[config.mk]
export PLATFORM = sky130hd
export DESIGN_NAME = smoothed_zscore_peak_detector_flat
export DESIGN_NICKNAME = d
export VERILOG_FILES = /design/src/hw/rtl/szp_pkg.sv /design/src/hw/rtl/szp_req_if.sv /design/src/hw/rtl/szp_rsp_if.sv /design/src/hw/rtl/szp_store.sv /design/src/hw/rtl/szp_mac.sv /design/src/hw/rtl/smoothed_zscore_peak_detector.sv /design/src/flat_wrapper.sv
export VERILOG_INCLUDE_DIRS = /design/src /design/src/hw/rtl
export SDC_FILE = /design/constraint.sdc
export NUM_CORES = 2
export LEC_CHECK = 0
export BUFFER_PORTS_ARGS = -buffer_cell sky130_fd_sc_hd__buf_4
export CAP_MARGIN = 20
export CORE_UTILIZATION = 25
export DETAILED_ROUTE_END_ITERATION = 8
export PLACE_DENSITY = 0.43
export SLEW_MARGIN = 20
export SYNTH_ARGS = -nofsm -noshare
export SYNTH_HDL_FRONTEND = slang
export SYNTH_SLANG_ARGS = --single-unit
[constraint.sdc]
create_clock -name clock -period 14.8 [get_ports clock]
set_clock_uncertainty 0.2 [all_clocks]
set_input_delay 2.22 -clock clock [delete_from_list [all_inputs] [get_ports clock]]
set_output_delay 2.22 -clock clock [all_outputs]
set_load 0.01 [all_outputs]
[src/hw/rtl/smoothed_zscore_peak_detector_assert.svh]
// ----------------------------------------------------------------------------
// Assertion macros for the smoothed z-score peak detector
// Each check comes in an implication form and a next-cycle form. With
// ASSERT_OFF defined they expand to nothing.
// ----------------------------------------------------------------------------
`ifndef SMOOTHED_ZSCORE_PEAK_DETECTOR_ASSERT_SVH
`define SMOOTHED_ZSCORE_PEAK_DETECTOR_ASSERT_SVH
`ifndef ASSERT_OFF
`define SZP_ASSERT_IMP(label, clk, rst, ante, cons, msg) \
   label: assert property (@(posedge clk) disable iff (rst) (ante) |-> (cons)) \
      else $error(msg);
`define SZP_ASSERT_NXT(label, clk, rst, ante, cons, msg) \
   label: assert property (@(posedge clk) disable iff (rst) (ante) |=> (cons)) \
      else $error(msg);
`else
`define SZP_ASSERT_IMP(label, clk, rst, ante, cons, msg)
`define SZP_ASSERT_NXT(label, clk, rst, ante, cons, msg)
`endif
`endif

[src/hw/rtl/szp_pkg.sv]
// ----------------------------------------------------------------------------
// Smoothed z-score peak detector package
// Widths, register codes, reset values and shared types of the detector.
// ----------------------------------------------------------------------------
`timescale 1ns / 1ps

package szp_pkg;

   localparam int MAX_WINDOW  = 64;
   localparam int SAMPLE_BITS = 12;
   localparam int FRAC_BITS   = 8;
   localparam int VAL_W       = SAMPLE_BITS + FRAC_BITS;
   localparam int ADDR_W      = $clog2(MAX_WINDOW);
   localparam int LEN_W       = $clog2(MAX_WINDOW + 1);
   localparam int SUM_W       = VAL_W + ADDR_W;
   localparam int SQ_W        = 2 * VAL_W + ADDR_W;
   localparam int VAR_W       = 2 * SUM_W;
   localparam int THR_W       = 12;
   localparam int INF_FRAC    = 16;
   localparam int INF_W       = INF_FRAC + 1;
   localparam int ACC_W       = VAR_W + 2 * THR_W;
   localparam int MUL_W       = SUM_W;
   localparam int STEP_W      = $clog2(MUL_W + 1);

   localparam int CFG_LEN_W   = 7;
   localparam int CSR_DATA_W  = 17;
   localparam int CSR_INDEX_W = 2;

   localparam logic [CSR_INDEX_W-1:0] CSR_WINDOW_LENGTH = 2'd0;
   localparam logic [CSR_INDEX_W-1:0] CSR_THRESHOLD     = 2'd1;
   localparam logic [CSR_INDEX_W-1:0] CSR_INFLUENCE     = 2'd2;

   localparam logic [LEN_W-1:0] LEN_RESET = LEN_W'(32);
   localparam logic [THR_W-1:0] THR_RESET = THR_W'(896);
   localparam logic [INF_W-1:0] INF_RESET = INF_W'(0);
   localparam logic [INF_W-1:0] INF_ONE   = INF_W'(1 << INF_FRAC);

   localparam logic signed [1:0] SIG_NONE = 2'sd0;
   localparam logic signed [1:0] SIG_UP   = 2'sd1;
   localparam logic signed [1:0] SIG_DOWN = -2'sd1;

   typedef struct packed {
      logic              start;
      logic              subtract;
      logic [STEP_W-1:0] steps;
   } mac_cmd_type;

   typedef enum logic [3:0] {
      ST_IDLE,
      ST_WARM,
      ST_LY,
      ST_SQD,
      ST_LQ,
      ST_SS,
      ST_VT1,
      ST_VT2,
      ST_CMP,
      ST_FILT,
      ST_UPD,
      ST_COMMIT
   } state_type;

endpackage

[src/hw/rtl/szp_req_if.sv]
// ----------------------------------------------------------------------------
// Sample channel
// Carries one raw converter sample per transfer.
// ----------------------------------------------------------------------------
`timescale 1ns / 1ps

interface szp_req_if;
   import szp_pkg::*;

   logic                   valid;
   logic                   ready;
   logic [SAMPLE_BITS-1:0] sample;

   modport source (output valid, output sample, input ready);
   modport sink (input valid, input sample, output ready);
endinterface

[src/hw/rtl/szp_rsp_if.sv]
// ----------------------------------------------------------------------------
// Result channel
// Carries the peak signal and the warm-up flag, one result per transfer.
// ----------------------------------------------------------------------------
`timescale 1ns / 1ps

interface szp_rsp_if;
   import szp_pkg::*;

   logic              valid;
   logic              ready;
   logic signed [1:0] signal;
   logic              warmed_up;

   modport source (output valid, output signal, output warmed_up, input ready);
   modport sink (input valid, input signal, input warmed_up, output ready);
endinterface

[src/hw/rtl/szp_store.sv]
// ----------------------------------------------------------------------------
// Window store
// Ring of filtered values with one write port and one registered read port.
// ----------------------------------------------------------------------------
`timescale 1ns / 1ps

module szp_store (
   input  logic                       clock,
   input  logic                       wr_en,
   input  logic [szp_pkg::ADDR_W-1:0] wr_addr,
   input  logic [szp_pkg::VAL_W-1:0]  wr_data,
   input  logic [szp_pkg::ADDR_W-1:0] rd_addr,
   output logic [szp_pkg::VAL_W-1:0]  rd_data
);
   import szp_pkg::*;

   logic [VAL_W-1:0] store_ff [MAX_WINDOW];
   logic [VAL_W-1:0] rd_data_ff;

   always_ff @(posedge clock) begin
      if (wr_en) begin
         store_ff[wr_addr] <= wr_data;
      end
      rd_data_ff <= store_ff[rd_addr];
   end

   assign rd_data = rd_data_ff;

endmodule

[src/hw/rtl/szp_mac.sv]
// ----------------------------------------------------------------------------
// Shift-add multiply-accumulate unit
// Adds or subtracts one partial product per cycle: the multiplicand moves
// left and the multiplier right until the programmed number of steps is done.
// ----------------------------------------------------------------------------
`timescale 1ns / 1ps

`include "smoothed_zscore_peak_detector_assert.svh"

module szp_mac (
   input  logic                      clock,
   input  logic                      reset,
   input  szp_pkg::mac_cmd_type      cmd,
   input  logic [szp_pkg::ACC_W-1:0] op_a,
   input  logic [szp_pkg::MUL_W-1:0] op_b,
   input  logic [szp_pkg::ACC_W-1:0] acc_init,
   output logic                      done,
   output logic [szp_pkg::ACC_W-1:0] acc
);
   import szp_pkg::*;

   logic              busy_ff, busy_in;
   logic [STEP_W-1:0] cnt_ff, cnt_in;
   logic              sub_ff, sub_in;
   logic [ACC_W-1:0]  a_ff, a_in;
   logic [MUL_W-1:0]  b_ff, b_in;
   logic [ACC_W-1:0]  acc_ff, acc_in;
   logic [ACC_W-1:0]  step_sum;

   always_comb begin
      step_sum = sub_ff ? (acc_ff - a_ff) : (acc_ff + a_ff);
      busy_in  = busy_ff;
      cnt_in   = cnt_ff;
      sub_in   = sub_ff;
      a_in     = a_ff;
      b_in     = b_ff;
      acc_in   = acc_ff;
      if (cmd.start) begin
         busy_in = 1'b1;
         cnt_in  = cmd.steps;
         sub_in  = cmd.subtract;
         a_in    = op_a;
         b_in    = op_b;
         acc_in  = acc_init;
      end else if (busy_ff) begin
         busy_in = (cnt_ff != STEP_W'(1));
         cnt_in  = cnt_ff - STEP_W'(1);
         a_in    = a_ff << 1;
         b_in    = b_ff >> 1;
         if (b_ff[0]) begin
            acc_in = step_sum;
         end
      end
   end

   always_ff @(posedge clock) begin
      if (reset) begin
         busy_ff <= 1'b0;
         cnt_ff  <= '0;
      end else begin
         busy_ff <= busy_in;
         cnt_ff  <= cnt_in;
      end
   end

   always_ff @(posedge clock) begin
      sub_ff <= sub_in;
      a_ff   <= a_in;
      b_ff   <= b_in;
      acc_ff <= acc_in;
   end

   assign done = busy_ff && (cnt_ff == STEP_W'(1));
   assign acc  = acc_ff;

   `SZP_ASSERT_IMP(a_start_idle, clock, reset, cmd.start, !busy_ff, "MAC started while busy")
   `SZP_ASSERT_NXT(a_start_busy, clock, reset, cmd.start, busy_ff, "MAC did not go busy")
   `SZP_ASSERT_IMP(a_busy_count, clock, reset, busy_ff, cnt_ff != '0, "MAC busy with no steps")

endmodule

[src/hw/rtl/smoothed_zscore_peak_detector.sv]
// ----------------------------------------------------------------------------
// Smoothed z-score peak detector
// Takes one 12-bit sample per transfer and returns one result per sample:
// signal is +1 or -1 when the sample lies further from the mean of the
// filtered window than threshold times its standard deviation, else 0. The
// test is exact in the squared domain. All products run through one
// shift-add unit that handles one multiplier bit per cycle, so the sample
// port stays closed while an item is in progress. A warm-up sample needs
// one product, the square of the 20-bit sample value. A tested sample
// needs products with multiplier widths 7, 26, 7, 26, 12 and 12, then 17
// when it is a peak and has to be damped, then 20 for the update. A
// finished result is held in an output register, and the next sample is
// taken while it waits. Writing window_length restarts the window;
// configuration must be written only while no sample is in progress,
// and the block itself does not enforce it.
`timescale 1ns / 1ps

`include "smoothed_zscore_peak_detector_assert.svh"

module smoothed_zscore_peak_detector (
   input  logic                            clock,
   input  logic                            reset,
   szp_req_if.sink                         req_if,
   szp_rsp_if.source                       rsp_if,
   input  logic                            csr_write_en,
   input  logic [szp_pkg::CSR_INDEX_W-1:0] csr_index,
   input  logic [szp_pkg::CSR_DATA_W-1:0]  csr_write_data
);
   import szp_pkg::*;

   state_type          state_ff, state_in;
   logic               go_ff, go_in;
   logic [LEN_W-1:0]   len_ff, len_in;
   logic [THR_W-1:0]   thr_ff, thr_in;
   logic [INF_W-1:0]   inf_ff, inf_in;
   logic [ADDR_W-1:0]  wp_ff, wp_in;
   logic [LEN_W-1:0]   fill_ff, fill_in;
   logic [SUM_W-1:0]   sum_ff, sum_in;
   logic [SQ_W-1:0]    sq_ff, sq_in;
   logic [VAL_W-1:0]   last_ff, last_in;
   logic               rsp_valid_ff, rsp_valid_in;

   logic [VAL_W-1:0]   y_ff, y_in;
   logic [VAL_W-1:0]   filt_ff, filt_in;
   logic               warm_ff, warm_in;
   logic               peak_ff, peak_in;
   logic               above_ff, above_in;
   logic [VAR_W-1:0]   lhs_ff, lhs_in;
   logic signed [1:0]  rsp_signal_ff, rsp_signal_in;
   logic               rsp_warmed_ff, rsp_warmed_in;

   mac_cmd_type        mac_cmd;
   logic [ACC_W-1:0]   mac_a;
   logic [MUL_W-1:0]   mac_b;
   logic [ACC_W-1:0]   mac_acc0;
   logic               mac_done;
   logic [ACC_W-1:0]   mac_acc;

   logic [VAL_W-1:0]   old_val;
   logic               req_fire;
   logic               slot_free;
   logic               store_we;
   logic [VAL_W-1:0]   y_val;
   logic [SUM_W-1:0]   prod_low;
   logic [SUM_W-1:0]   dist_c;
   logic               peak_c;
   logic [VAL_W-1:0]   fdiff;
   logic [VAL_W-1:0]   filt_c;
   logic [VAL_W:0]     upd_sum;
   logic [VAL_W-1:0]   upd_diff;
   logic [CFG_LEN_W-1:0] len_raw;
   logic [LEN_W-1:0]   len_clamp;
   logic [INF_W-1:0]   inf_raw;
   logic [SUM_W-1:0]   old_term;

   szp_mac u_mac (
      .clock    (clock),
      .reset    (reset),
      .cmd      (mac_cmd),
      .op_a     (mac_a),
      .op_b     (mac_b),
      .acc_init (mac_acc0),
      .done     (mac_done),
      .acc      (mac_acc)
   );

   szp_store u_store (
      .clock   (clock),
      .wr_en   (store_we),
      .wr_addr (wp_ff),
      .wr_data (filt_ff),
      .rd_addr (wp_ff),
      .rd_data (old_val)
   );

   assign req_fire  = req_if.valid && req_if.ready;
   assign slot_free = !rsp_valid_ff || rsp_if.ready;
   assign y_val     = {req_if.sample, {FRAC_BITS{1'b0}}};

   always_comb begin
      prod_low = mac_acc[SUM_W-1:0];
      dist_c   = (prod_low >= sum_ff) ? (prod_low - sum_ff) : (sum_ff - prod_low);
      peak_c   = {{(ACC_W - VAR_W - INF_FRAC){1'b0}}, lhs_ff, {INF_FRAC{1'b0}}} > mac_acc;
      fdiff    = (y_ff >= last_ff) ? (y_ff - last_ff) : (last_ff - y_ff);
      filt_c   = peak_ff ? mac_acc[INF_FRAC +: VAL_W] : y_ff;
      upd_sum  = {1'b0, filt_c} + {1'b0, old_val};
      upd_diff = (filt_c >= old_val) ? (filt_c - old_val) : (old_val - filt_c);
      len_raw  = csr_write_data[CFG_LEN_W-1:0];
      inf_raw  = csr_write_data[INF_W-1:0];
      if (len_raw < CFG_LEN_W'(2)) begin
         len_clamp = LEN_W'(2);
      end else if (int'(len_raw) > MAX_WINDOW) begin
         len_clamp = LEN_W'(MAX_WINDOW);
      end else begin
         len_clamp = LEN_W'(len_raw);
      end
      old_term = warm_ff ? '0 : SUM_W'(old_val);
   end

   // Next-state logic of the sequencer.
   always_comb begin
      state_in = state_ff;
      case (state_ff)
         ST_IDLE: begin
            if (req_fire) begin
               state_in = (fill_ff < len_ff) ? ST_WARM : ST_LY;
            end
         end
         ST_WARM: if (mac_done) state_in = ST_COMMIT;
         ST_LY:   if (mac_done) state_in = ST_SQD;
         ST_SQD:  if (mac_done) state_in = ST_LQ;
         ST_LQ:   if (mac_done) state_in = ST_SS;
         ST_SS:   if (mac_done) state_in = ST_VT1;
         ST_VT1:  if (mac_done) state_in = ST_VT2;
         ST_VT2:  if (mac_done) state_in = ST_CMP;
         ST_CMP: begin
            state_in = peak_c ? ST_FILT : ST_UPD;
         end
         ST_FILT: if (mac_done) state_in = ST_UPD;
         ST_UPD:  if (mac_done) state_in = ST_COMMIT;
         ST_COMMIT: begin
            if (slot_free) begin
               state_in = ST_IDLE;
            end
         end
         default: state_in = ST_IDLE;
      endcase
      go_in = (state_in != state_ff);
   end

   // Outputs of the sequencer: sample port and operands of the shared unit.
   always_comb begin
      req_if.ready     = 1'b0;
      store_we         = 1'b0;
      mac_cmd.start    = 1'b0;
      mac_cmd.subtract = 1'b0;
      mac_cmd.steps    = '0;
      mac_a            = '0;
      mac_b            = '0;
      mac_acc0         = '0;
      case (state_ff)
         ST_IDLE: begin
            req_if.ready = 1'b1;
         end
         ST_WARM: begin
            mac_cmd.start = go_ff;
            mac_cmd.steps = STEP_W'(VAL_W);
            mac_a         = ACC_W'(y_ff);
            mac_b         = MUL_W'(y_ff);
            mac_acc0      = ACC_W'(sq_ff);
         end
         ST_LY: begin
            mac_cmd.start = go_ff;
            mac_cmd.steps = STEP_W'(LEN_W);
            mac_a         = ACC_W'(y_ff);
            mac_b         = MUL_W'(len_ff);
         end
         ST_SQD: begin
            mac_cmd.start = go_ff;
            mac_cmd.steps = STEP_W'(SUM_W);
            mac_a         = ACC_W'(dist_c);
            mac_b         = MUL_W'(dist_c);
         end
         ST_LQ: begin
            mac_cmd.start = go_ff;
            mac_cmd.steps = STEP_W'(LEN_W);
            mac_a         = ACC_W'(sq_ff);
            mac_b         = MUL_W'(len_ff);
         end
         ST_SS: begin
            mac_cmd.start    = go_ff;
            mac_cmd.subtract = 1'b1;
            mac_cmd.steps    = STEP_W'(SUM_W);
            mac_a            = ACC_W'(sum_ff);
            mac_b            = MUL_W'(sum_ff);
            mac_acc0         = mac_acc;
         end
         ST_VT1, ST_VT2: begin
            mac_cmd.start = go_ff;
            mac_cmd.steps = STEP_W'(THR_W);
            mac_a         = mac_acc;
            mac_b         = MUL_W'(thr_ff);
         end
         ST_FILT: begin
            mac_cmd.start    = go_ff;
            mac_cmd.subtract = (y_ff < last_ff);
            mac_cmd.steps    = STEP_W'(INF_W);
            mac_a            = ACC_W'(fdiff);
            mac_b            = MUL_W'(inf_ff);
            mac_acc0         = ACC_W'({last_ff, 1'b1, {(INF_FRAC - 1){1'b0}}});
         end
         ST_UPD: begin
            mac_cmd.start    = go_ff;
            mac_cmd.subtract = (filt_c < old_val);
            mac_cmd.steps    = STEP_W'(VAL_W);
            mac_a            = ACC_W'(upd_sum);
            mac_b            = MUL_W'(upd_diff);
            mac_acc0         = ACC_W'(sq_ff);
         end
         ST_COMMIT: begin
            store_we = slot_free;
         end
         default: ;
      endcase
   end

   // Datapath and window state updates.
   always_comb begin
      len_in        = len_ff;
      thr_in        = thr_ff;
      inf_in        = inf_ff;
      wp_in         = wp_ff;
      fill_in       = fill_ff;
      sum_in        = sum_ff;
      sq_in         = sq_ff;
      last_in       = last_ff;
      rsp_valid_in  = rsp_valid_ff;
      y_in          = y_ff;
      filt_in       = filt_ff;
      warm_in       = warm_ff;
      peak_in       = peak_ff;
      above_in      = above_ff;
      lhs_in        = lhs_ff;
      rsp_signal_in = rsp_signal_ff;
      rsp_warmed_in = rsp_warmed_ff;

      if (csr_write_en) begin
         case (csr_index)
            CSR_WINDOW_LENGTH: begin
               len_in  = len_clamp;
               wp_in   = '0;
               fill_in = '0;
               sum_in  = '0;
               sq_in   = '0;
               last_in = '0;
            end
            CSR_THRESHOLD: thr_in = csr_write_data[THR_W-1:0];
            CSR_INFLUENCE: inf_in = (inf_raw > INF_ONE) ? INF_ONE : inf_raw;
            default: ;
         endcase
      end

      if (req_fire) begin
         y_in    = y_val;
         filt_in = y_val;
         warm_in = (fill_ff < len_ff);
         peak_in = 1'b0;
      end

      if (rsp_valid_ff && rsp_if.ready) begin
         rsp_valid_in = 1'b0;
      end

      case (state_ff)
         ST_SQD: begin
            if (go_ff) begin
               above_in = (prod_low > sum_ff);
            end
         end
         ST_LQ: begin
            if (go_ff) begin
               lhs_in = mac_acc[VAR_W-1:0];
            end
         end
         ST_CMP: begin
            peak_in = peak_c;
         end
         ST_UPD: begin
            if (go_ff) begin
               filt_in = filt_c;
            end
         end
         ST_COMMIT: begin
            if (slot_free) begin
               sq_in   = mac_acc[SQ_W-1:0];
               sum_in  = sum_ff - old_term + SUM_W'(filt_ff);
               last_in = filt_ff;
               if ((LEN_W'(wp_ff) + LEN_W'(1)) == len_ff) begin
                  wp_in = '0;
               end else begin
                  wp_in = wp_ff + ADDR_W'(1);
               end
               if (warm_ff) begin
                  fill_in = fill_ff + LEN_W'(1);
               end
               rsp_valid_in  = 1'b1;
               rsp_warmed_in = (fill_in >= len_ff);
               if (peak_ff) begin
                  rsp_signal_in = above_ff ? SIG_UP : SIG_DOWN;
               end else begin
                  rsp_signal_in = SIG_NONE;
               end
            end
         end
         default: ;
      endcase
   end

   always_ff @(posedge clock) begin
      if (reset) begin
         state_ff     <= ST_IDLE;
         go_ff        <= 1'b0;
         len_ff       <= LEN_RESET;
         thr_ff       <= THR_RESET;
         inf_ff       <= INF_RESET;
         wp_ff        <= '0;
         fill_ff      <= '0;
         sum_ff       <= '0;
         sq_ff        <= '0;
         last_ff      <= '0;
         rsp_valid_ff <= 1'b0;
      end else begin
         state_ff     <= state_in;
         go_ff        <= go_in;
         len_ff       <= len_in;
         thr_ff       <= thr_in;
         inf_ff       <= inf_in;
         wp_ff        <= wp_in;
         fill_ff      <= fill_in;
         sum_ff       <= sum_in;
         sq_ff        <= sq_in;
         last_ff      <= last_in;
         rsp_valid_ff <= rsp_valid_in;
      end
   end

   always_ff @(posedge clock) begin
      y_ff          <= y_in;
      filt_ff       <= filt_in;
      warm_ff       <= warm_in;
      peak_ff       <= peak_in;
      above_ff      <= above_in;
      lhs_ff        <= lhs_in;
      rsp_signal_ff <= rsp_signal_in;
      rsp_warmed_ff <= rsp_warmed_in;
   end

   assign rsp_if.valid     = rsp_valid_ff;
   assign rsp_if.signal    = rsp_signal_ff;
   assign rsp_if.warmed_up = rsp_warmed_ff;

   `SZP_ASSERT_IMP(a_fill_bound, clock, reset, 1'b1, fill_ff <= len_ff, "Fill count above window length")
   `SZP_ASSERT_IMP(a_wp_bound, clock, reset, 1'b1, LEN_W'(wp_ff) < len_ff, "Write position outside the ring")
   `SZP_ASSERT_NXT(a_commit_hold, clock, reset, (state_ff == ST_COMMIT) && !slot_free, state_ff == ST_COMMIT, "Result dropped while output busy")
   `SZP_ASSERT_IMP(a_peak_tested, clock, reset, peak_ff && (state_ff != ST_IDLE), !warm_ff, "Peak flagged during warm-up")

endmodule
[src/flat_wrapper.sv]
// flat-port wrapper written by rule: the top's interface ports become plain ports
module smoothed_zscore_peak_detector_flat import szp_pkg::*;
  (clock, reset, csr_write_en, csr_index, csr_write_data, req_if_valid, req_if_sample, req_if_ready, rsp_if_valid, rsp_if_signal, rsp_if_warmed_up, rsp_if_ready);
  szp_req_if req_if_i ();
  szp_rsp_if rsp_if_i ();
  input  logic clock;
  input  logic reset;
  input  logic csr_write_en;
  input  logic [szp_pkg::CSR_INDEX_W-1:0] csr_index;
  input  logic [szp_pkg::CSR_DATA_W-1:0] csr_write_data;
  input wire logic [$bits(req_if_i.valid)-1:0] req_if_valid;
  input wire logic [$bits(req_if_i.sample)-1:0] req_if_sample;
  output wire logic [$bits(req_if_i.ready)-1:0] req_if_ready;
  output wire logic [$bits(rsp_if_i.valid)-1:0] rsp_if_valid;
  output wire logic [$bits(rsp_if_i.signal)-1:0] rsp_if_signal;
  output wire logic [$bits(rsp_if_i.warmed_up)-1:0] rsp_if_warmed_up;
  input wire logic [$bits(rsp_if_i.ready)-1:0] rsp_if_ready;
  assign req_if_i.valid = req_if_valid;
  assign req_if_i.sample = req_if_sample;
  assign req_if_ready = req_if_i.ready;
  assign rsp_if_valid = rsp_if_i.valid;
  assign rsp_if_signal = rsp_if_i.signal;
  assign rsp_if_warmed_up = rsp_if_i.warmed_up;
  assign rsp_if_i.ready = rsp_if_ready;
  smoothed_zscore_peak_detector u_core (.clock(clock), .reset(reset), .req_if(req_if_i), .rsp_if(rsp_if_i), .csr_write_en(csr_write_en), .csr_index(csr_index), .csr_write_data(csr_write_data));
endmodule
# Yosys cells after proc, flatten, opt, wreduce, memory -nomap -nowiden
# Memories as Yosys holds them, arrays and structs flattened. A register that Yosys moved wholly into a read port is not among the register bits.
# Cells that the tools add are included.
dict set report totals {
  out_inout_bits 5
  wordCells 170
  input_bits 36
  mem_bits_ro 0
  ram_bits 1280
  latchBits 0
  n_memories 1
  regBits 422
}
# name words width read_ports rd_clocked_by_memory_dff write_ports line_no
set memory_table {}
lappend memory_table {u_core.u_store.store_ff 64 20 1 1 1 szp_store.sv:17} ;# logic [VAL_W-1:0] store_ff [MAX_WINDOW];
dict set report classes {
  n_addsub 15
  n_div 0
  mux 76
  mul 0
  order_cmp 12
  eq_ne 18
  shifts 0
  n_bitwise 0
  n_reduce_logical 23
}
# cell n
set ops {}
lappend ops {{$pmux W76 S7} 1}
lappend ops {{$mux W76} 6}
lappend ops {{$pmux W76 S3} 1}
lappend ops {{$mux W20} 11}
lappend ops {{$mux W46} 4}
lappend ops {{$mux W26} 7}
lappend ops {{$pmux W26 S7} 1}
lappend ops {{$sub A20 B20 Y20} 4}
lappend ops {{$sub A26 B26 Y26} 3}
lappend ops {{$add A76 B76 Y76} 1}
lappend ops {{$gt A68 B76 Y1} 1}
lappend ops {{$sub A76 B76 Y76} 1}
lappend ops {{$mux W7} 9}
lappend ops {{$pmux W4 S11} 1}
lappend ops {{$ge A20 B20 Y1} 2}
lappend ops {{$lt A20 B20 Y1} 2}
lappend ops {{$mux W4} 10}
lappend ops {{$mux W6} 5}
lappend ops {{$add A26 B20 Y26} 1}
lappend ops {{$ge A26 B26 Y1} 1}
lappend ops {{$gt A26 B26 Y1} 1}
lappend ops {{$pmux W5 S5} 1}
lappend ops {{$add A20 B20 Y21} 1}
lappend ops {{$gt A17 B17 Y1 const B} 1}
lappend ops {{other kinds (34)} 68}

# Longest topological paths before layout
dict set report logic_depth {
  ltp_word 8
  depth_mapped 25
  depth_no_buf 24
}

# By module
# From an unflattened synthesis, not the netlist that was laid out.
dict set report hier_totals {
  hier_cells 6588
  hier_area_um2 85574.6
}
# mod area_each_um2 n_inst seq_area_each_um2 cells_per_inst
set by_module_without_submodules {}
lappend by_module_without_submodules {szp_store 49495.0 1 38837.2 2243}
lappend by_module_without_submodules {smoothed_zscore_peak_detector 21903.5 1 5445.2 2811}
lappend by_module_without_submodules {szp_mac 14176.1 1 5495.3 1534}

# Worst setup path before layout
# Ideal clock, no wire load.
dict set report synth_path {
  path_type {register to register}
  from {register u_core.state_ff[0]}
  to {register u_core.u_mac.acc_ff[0], in the netlist u_core.u_mac.acc[0], enable pin}
  path_buffers 3
  stages_incl_launch_ff 8
  arrival_time_ps 6734
  period_less_slack_ps 7549
  path_slack_ps 7251
  setup_ps 615
  required_time_ps 13985
  cell_sequence {dfxtp_1 and2_1 clkbuf_1 o21ai_0 o311ai_1 clkbuf_1 clkbuf_1 o21ai_0}
}
dict set report synth_via {
  elab_chain_len 5
  elab_cells_between_ends 15
  classes_between {eq/ne: 10; mux: 1; reduce/logical: 4}
}
# item line_no
set synth_lines {}
lappend synth_lines {{start: declaration} smoothed_zscore_peak_detector.sv:31} ;# state_type state_ff, state_in;
lappend synth_lines {{start signal: assignment} smoothed_zscore_peak_detector.sv:333} ;# state_ff <= state_in;
lappend synth_lines {{$eq A4 B1 Y1 (tied with other cells)} smoothed_zscore_peak_detector.sv:161} ;# case (state_ff)
lappend synth_lines {{$reduce_or A9 Y1 (no source line)} -}
lappend synth_lines {{$mux W1} smoothed_zscore_peak_detector.sv:161}
lappend synth_lines {{$ne A2 B2 Y1 (no source line) or $reduce_bool A2 Y1 (tied branches)} -}
lappend synth_lines {{$reduce_and A3 Y1 (no source line) (*)} -}
lappend synth_lines {{end signal: assignment} szp_mac.sv:70} ;# acc_ff <= acc_in;
lappend synth_lines {{end: declaration} szp_mac.sv:27} ;# logic [ACC_W-1:0] acc_ff, acc_in;
# Mark *: on every way between the ends. The rest lies on a longest branch, timed or not.
# A chain may end at the register's enable or synchronous reset.

# Final worst setup path
dict set report layout_path {
  from {register u_core.u_mac.a_ff[0]}
  to {register u_core.u_mac.acc_ff[70], in the netlist u_core.u_mac.acc[70] (data pin)}
}
dict set report layout_via {
  elab_chain_len 5
  elab_cells_between_ends 6
  classes_between {add/sub: 2; mux: 4}
}
# item line_no
set layout_lines {}
lappend layout_lines {{start: declaration} szp_mac.sv:25} ;# logic [ACC_W-1:0] a_ff, a_in;
lappend layout_lines {{start signal: assignment} szp_mac.sv:68} ;# a_ff <= a_in;
lappend layout_lines {{$add A76 B76 Y76 or $sub A76 B76 Y76 (tied branches)} szp_mac.sv:31} ;# step_sum = sub_ff ? (acc_ff - a_ff) : (acc_ff + a_ff);
lappend layout_lines {{$mux W76 (*)} szp_mac.sv:31}
lappend layout_lines {{$mux W76 (*)} szp_mac.sv:50} ;# if (b_ff[0]) begin
lappend layout_lines {{$mux W76 (*)} szp_mac.sv:45} ;# end else if (busy_ff) begin
lappend layout_lines {{$mux W76 (*)} szp_mac.sv:38} ;# if (cmd.start) begin
# Mark *: on every way between the ends. The rest lies on a longest branch, timed or not. The select of a mux whose other input is x is not followed.

==> results by group <==
Detailed routing
  • ANT nets after route: 0
  • Drt initial violations: 5879
  • Vias per cell: 5.14
  • DR DRC count: 0
  • Drt first pass iters: 6
  • Routed Wire Length: 302000 um
  • Vias: 56900
  • Routed WL per cell: 27.3 um

Min path
  • HP Class: reg -> reg
  • Hold Path Cell Cnt: 2

Placed design
  • RePlAce Congestion: 0.896
  • IO buf count: 40
  • Pre-CTS WS: 7.24 ns
  • Hpwl dp: 193000 um
  • Placed cell areas: 86800 um^2

GRT
  • All-Layer GR Usage: 18.1%
  • First-pass GRT wire length: 426000 um
  • Grt ovf: 0
  • Antenna violations before repair: 14
  • Number of global-route vias before repair: 55700
  • Pin count of the biggest net entering global routing: 151

Layout
  • FILL cells: 32700
  • Area of the multi-input gates: 28700 um^2
  • Final instance area: 92900 um^2
  • Share of cells above drive strength 1: 9.96%
  • Area grow syn2layout: 15.2%
  • Nets@finish: 6993
  • Sequential cell area: 49800 um^2

Synth
  • Largest family of logic cells by synthesized area: compound AO/OA/AOI/OAI gates
  • Yosys reg bits: 1722
  • Top cell type's share of synthesized area: 56.9%
  • Post-Syn Area: 80700 um^2
  • Warnings from Yosys: 0
  • Syn_nets: 6959
  • Synthesized area per cell: 12.3 um^2
  • Ranking of synthesized cells by area: edfxtp_1 57%, ha_1 5.0%, dfxtp_1 4.8%
  • Area leader, netlist: edfxtp_1
  • Adder-Cell Fraction of Synth Area: 5.65%
  • EDFF count, synth: 1529
  • XOR/XNOR share of the synthesized area: 2.58%
  • Ys flop type: edfxtp_1
  • Sequential-to-total area share from yosys stat: 61.7%
  • Complex-gate fraction of the synthesized area: 17.0%
  • Simple-gate share of the synthesized area: 8.73%
  • Async SR Flop Fraction: 0%
  • Post-synthesis cell count: 6575
  • Most frequent cells after synthesis: 1529 x edfxtp_1, 453 x a21oi_1, 444 x nor2_1
  • Yosys cell types: 92
  • Most instantiated library cell after synthesis: edfxtp_1
  • Multiplexer share of the synthesized area: 1.06%

CTS
  • Worst skew pair latency: 0.89 ns
  • CTS Buffer Depth: 4
  • CTS root buffer: clkbuf_16
  • CTS tree: built
  • Post-CTS sizing: 0
  • CTS Sinks: 1722
  • H-tree depth: 4
  • Hold_buf cts: 0
  • Number of post-CTS setup repair buffers: 0
  • Clk pin slew, worst setup/hold paths: 0.06 ns
  • TritonCTS buffer count: 194

STA
  • Max-slew violation count: 0
  • Post-route setup slack: 7.26 ns
  • RSZ-0062 raised after global routing: no
  • Final min period: 7.54 ns
  • Slew headroom: 18.1%
  • Hold_ws: 0.256 ns
  • Final Setup Violations: 0
  • Final Hold Vio Count: 0
  • Max Fclk: 133 MHz
  • Setup TNS: 0 ns
  • Post-route clock period utilization: 51.0%
  • Pin slew with the least headroom to its limit: 1.23 ns

Flow run
  • Max cap viols: 0

Floorplan
  • Initial core utilization: 25.1%
  • Die width: 570 um
  • Core ar.: 321000 um^2
  • Die Area: 325000 um^2
  • I/O pins: 41
  • Site Rows: 208
  • Die span in y: 570 um

Power and ir drop
  • Logic pwr share: 13.4%
  • Leakage: 31.4 nW
  • Sequential Power Share: 47.1%
  • Cell Pwr Density: 128 nW/um^2
  • Sw frac: 27.1%
  • Internal power: 8.69 mW
  • Clk pwr share: 39.5%
  • Final Power: 11.9 mW
  • Sw power: 3.23 mW
  • Worst IR drop on VDD: 0.000104 V

Outcome
  • Status: finished clean

Worst setup path
  • Worst R2R Path Depth: 24
  • Required time of the critical path: 15.11 ns
  • Critical path arrival: 7.85 ns
  • Max Fanout on Critical Path: 8
  • Crit. End Element: register
  • Startpoint class of the critical path: register
  • Setup CP Type: reg -> reg
## flip-flops by register name, summed over array words and instances, names as in the netlist, 6 cells and up
register / flops
u_core.lhs_ff: 52
u_core.thr_ff: 12
u_core.sq_ff: 46
u_core.u_mac.b_ff: 26
u_core.u_store.rd_data: 20
u_core.len_ff: 7
u_core.u_mac.a_ff: 76
u_core.last_ff: 20
u_core.inf_ff: 17
u_core.wp_ff: 6
u_core.fill_ff: 7
u_core.sum_ff: 26
u_core.u_mac.acc: 76
u_core.y_ff: 12
u_core.filt_ff: 20
u_core.u_store.store_ff: 1280
## layout by cell type (no fill, tap or decap), types with 144 or more instances in the layout
master | Yosys | layout
dfxtp_1 | 193 | 173
inv_1 | 312 | 310
clkbuf_16 | 0 | 197
o21ai_0 | 215 | 214
nor2_1 | 444 | 373
buf_4 | 1 | 212
xnor2_1 | 159 | 159
a22oi_1 | 396 | 396
a22o_1 | 144 | 144
ha_1 | 321 | 321
nand3_1 | 212 | 210
a31oi_1 | 199 | 199
a21oi_1 | 453 | 453
nand2_1 | 404 | 403
edfxtp_1 | 1529 | 1529
a221oi_1 | 198 | 198
## metal layers
layer  share of wire [%]  global-route usage, %
met5              0.0023                      0
met4                 3.0                   5.44
met3                 6.0                   2.54
met2                  45                   28.7
met1                  45                   25.4
## layout make-up
cell class / instances / area share (%)
well taps: 4305 / 5.80
flip-flops and latches: 1722 / 53.6
inverters: 313 / 1.27
diodes: 8 / 0.0216
multi-input cells: 4155 / 30.8
clock inverters: 111 / 1.01
repair buffers: 223 / 1.93
clock buffers: 236 / 5.51
## worst paths after layout
check                       startpoint              endpoint  slack (ns)
setup / recovery  u_core.u_mac.a_ff[0]  u_core.u_mac.acc[70]        7.26
hold / removal        u_core.thr_ff[3]      u_core.thr_ff[3]        0.26
setup reg to reg  u_core.u_mac.a_ff[0]  u_core.u_mac.acc[70]        7.26
hold reg to reg       u_core.thr_ff[3]      u_core.thr_ff[3]        0.26
## critical path: stages, from the launching register on
cell,delay [ns]
edfxtp_1,0.43
inv_1,0.11
ha_1,0.21
nand3b_1,0.12
nor3_1,0.87
nand2_1,0.31
nor3_1,0.48
nand2_1,0.11
nor4_1,0.62
nand2_1,0.27
nor2_1,0.15
nor2_1,0.06
xnor2_1,0.16
ha_1,0.43
nand3_1,0.25
nor4_1,0.37
nand4_1,0.17
nor3_1,0.18
o21ai_0,0.14
and3_1,0.29
o221a_2,0.34
a21oi_1,0.50
a41oi_1,0.25
xor2_1,0.18
nor2_1,0.05
## kinds of logic (layout without fill, tap and decap cells)
logic type,count (synthesis),after routing
AND/OR/NAND/NOR,1496,1496
AO/OA/AOI/OAI,1991,1991
buffers and inverters,698,883
adder cells (fa/ha/maj),348,348
flip-flops,1722,1722
multiplexers,83,83
other,0,8
XOR/XNOR,237,237
## power by group through the flow
stage / clock [mW] / sequential, mW / combinational [mW]
floorplan: 0 / 5.71 / 0.985
global placement: 0 / 5.71 / 1.57
detailed placement: 0 / 5.71 / 1.58
CTS: 4.82 / 5.61 / 1.59
global route: 4.98 / 5.61 / 1.74
finish: 4.71 / 5.61 / 1.60
## through the flow
stage | utilization, % | instances
2_1_floorplan | - | 6575
3_3_place_gp | 27.0 | 10700
3_5_place_dp | 27.1 | 10700
4_1_cts | 28.9 | 11100
5_1_grt | 28.9 | 11100
6_report | 28.9 | 11100
Note: power is estimated with default switching activity, not from simulation.
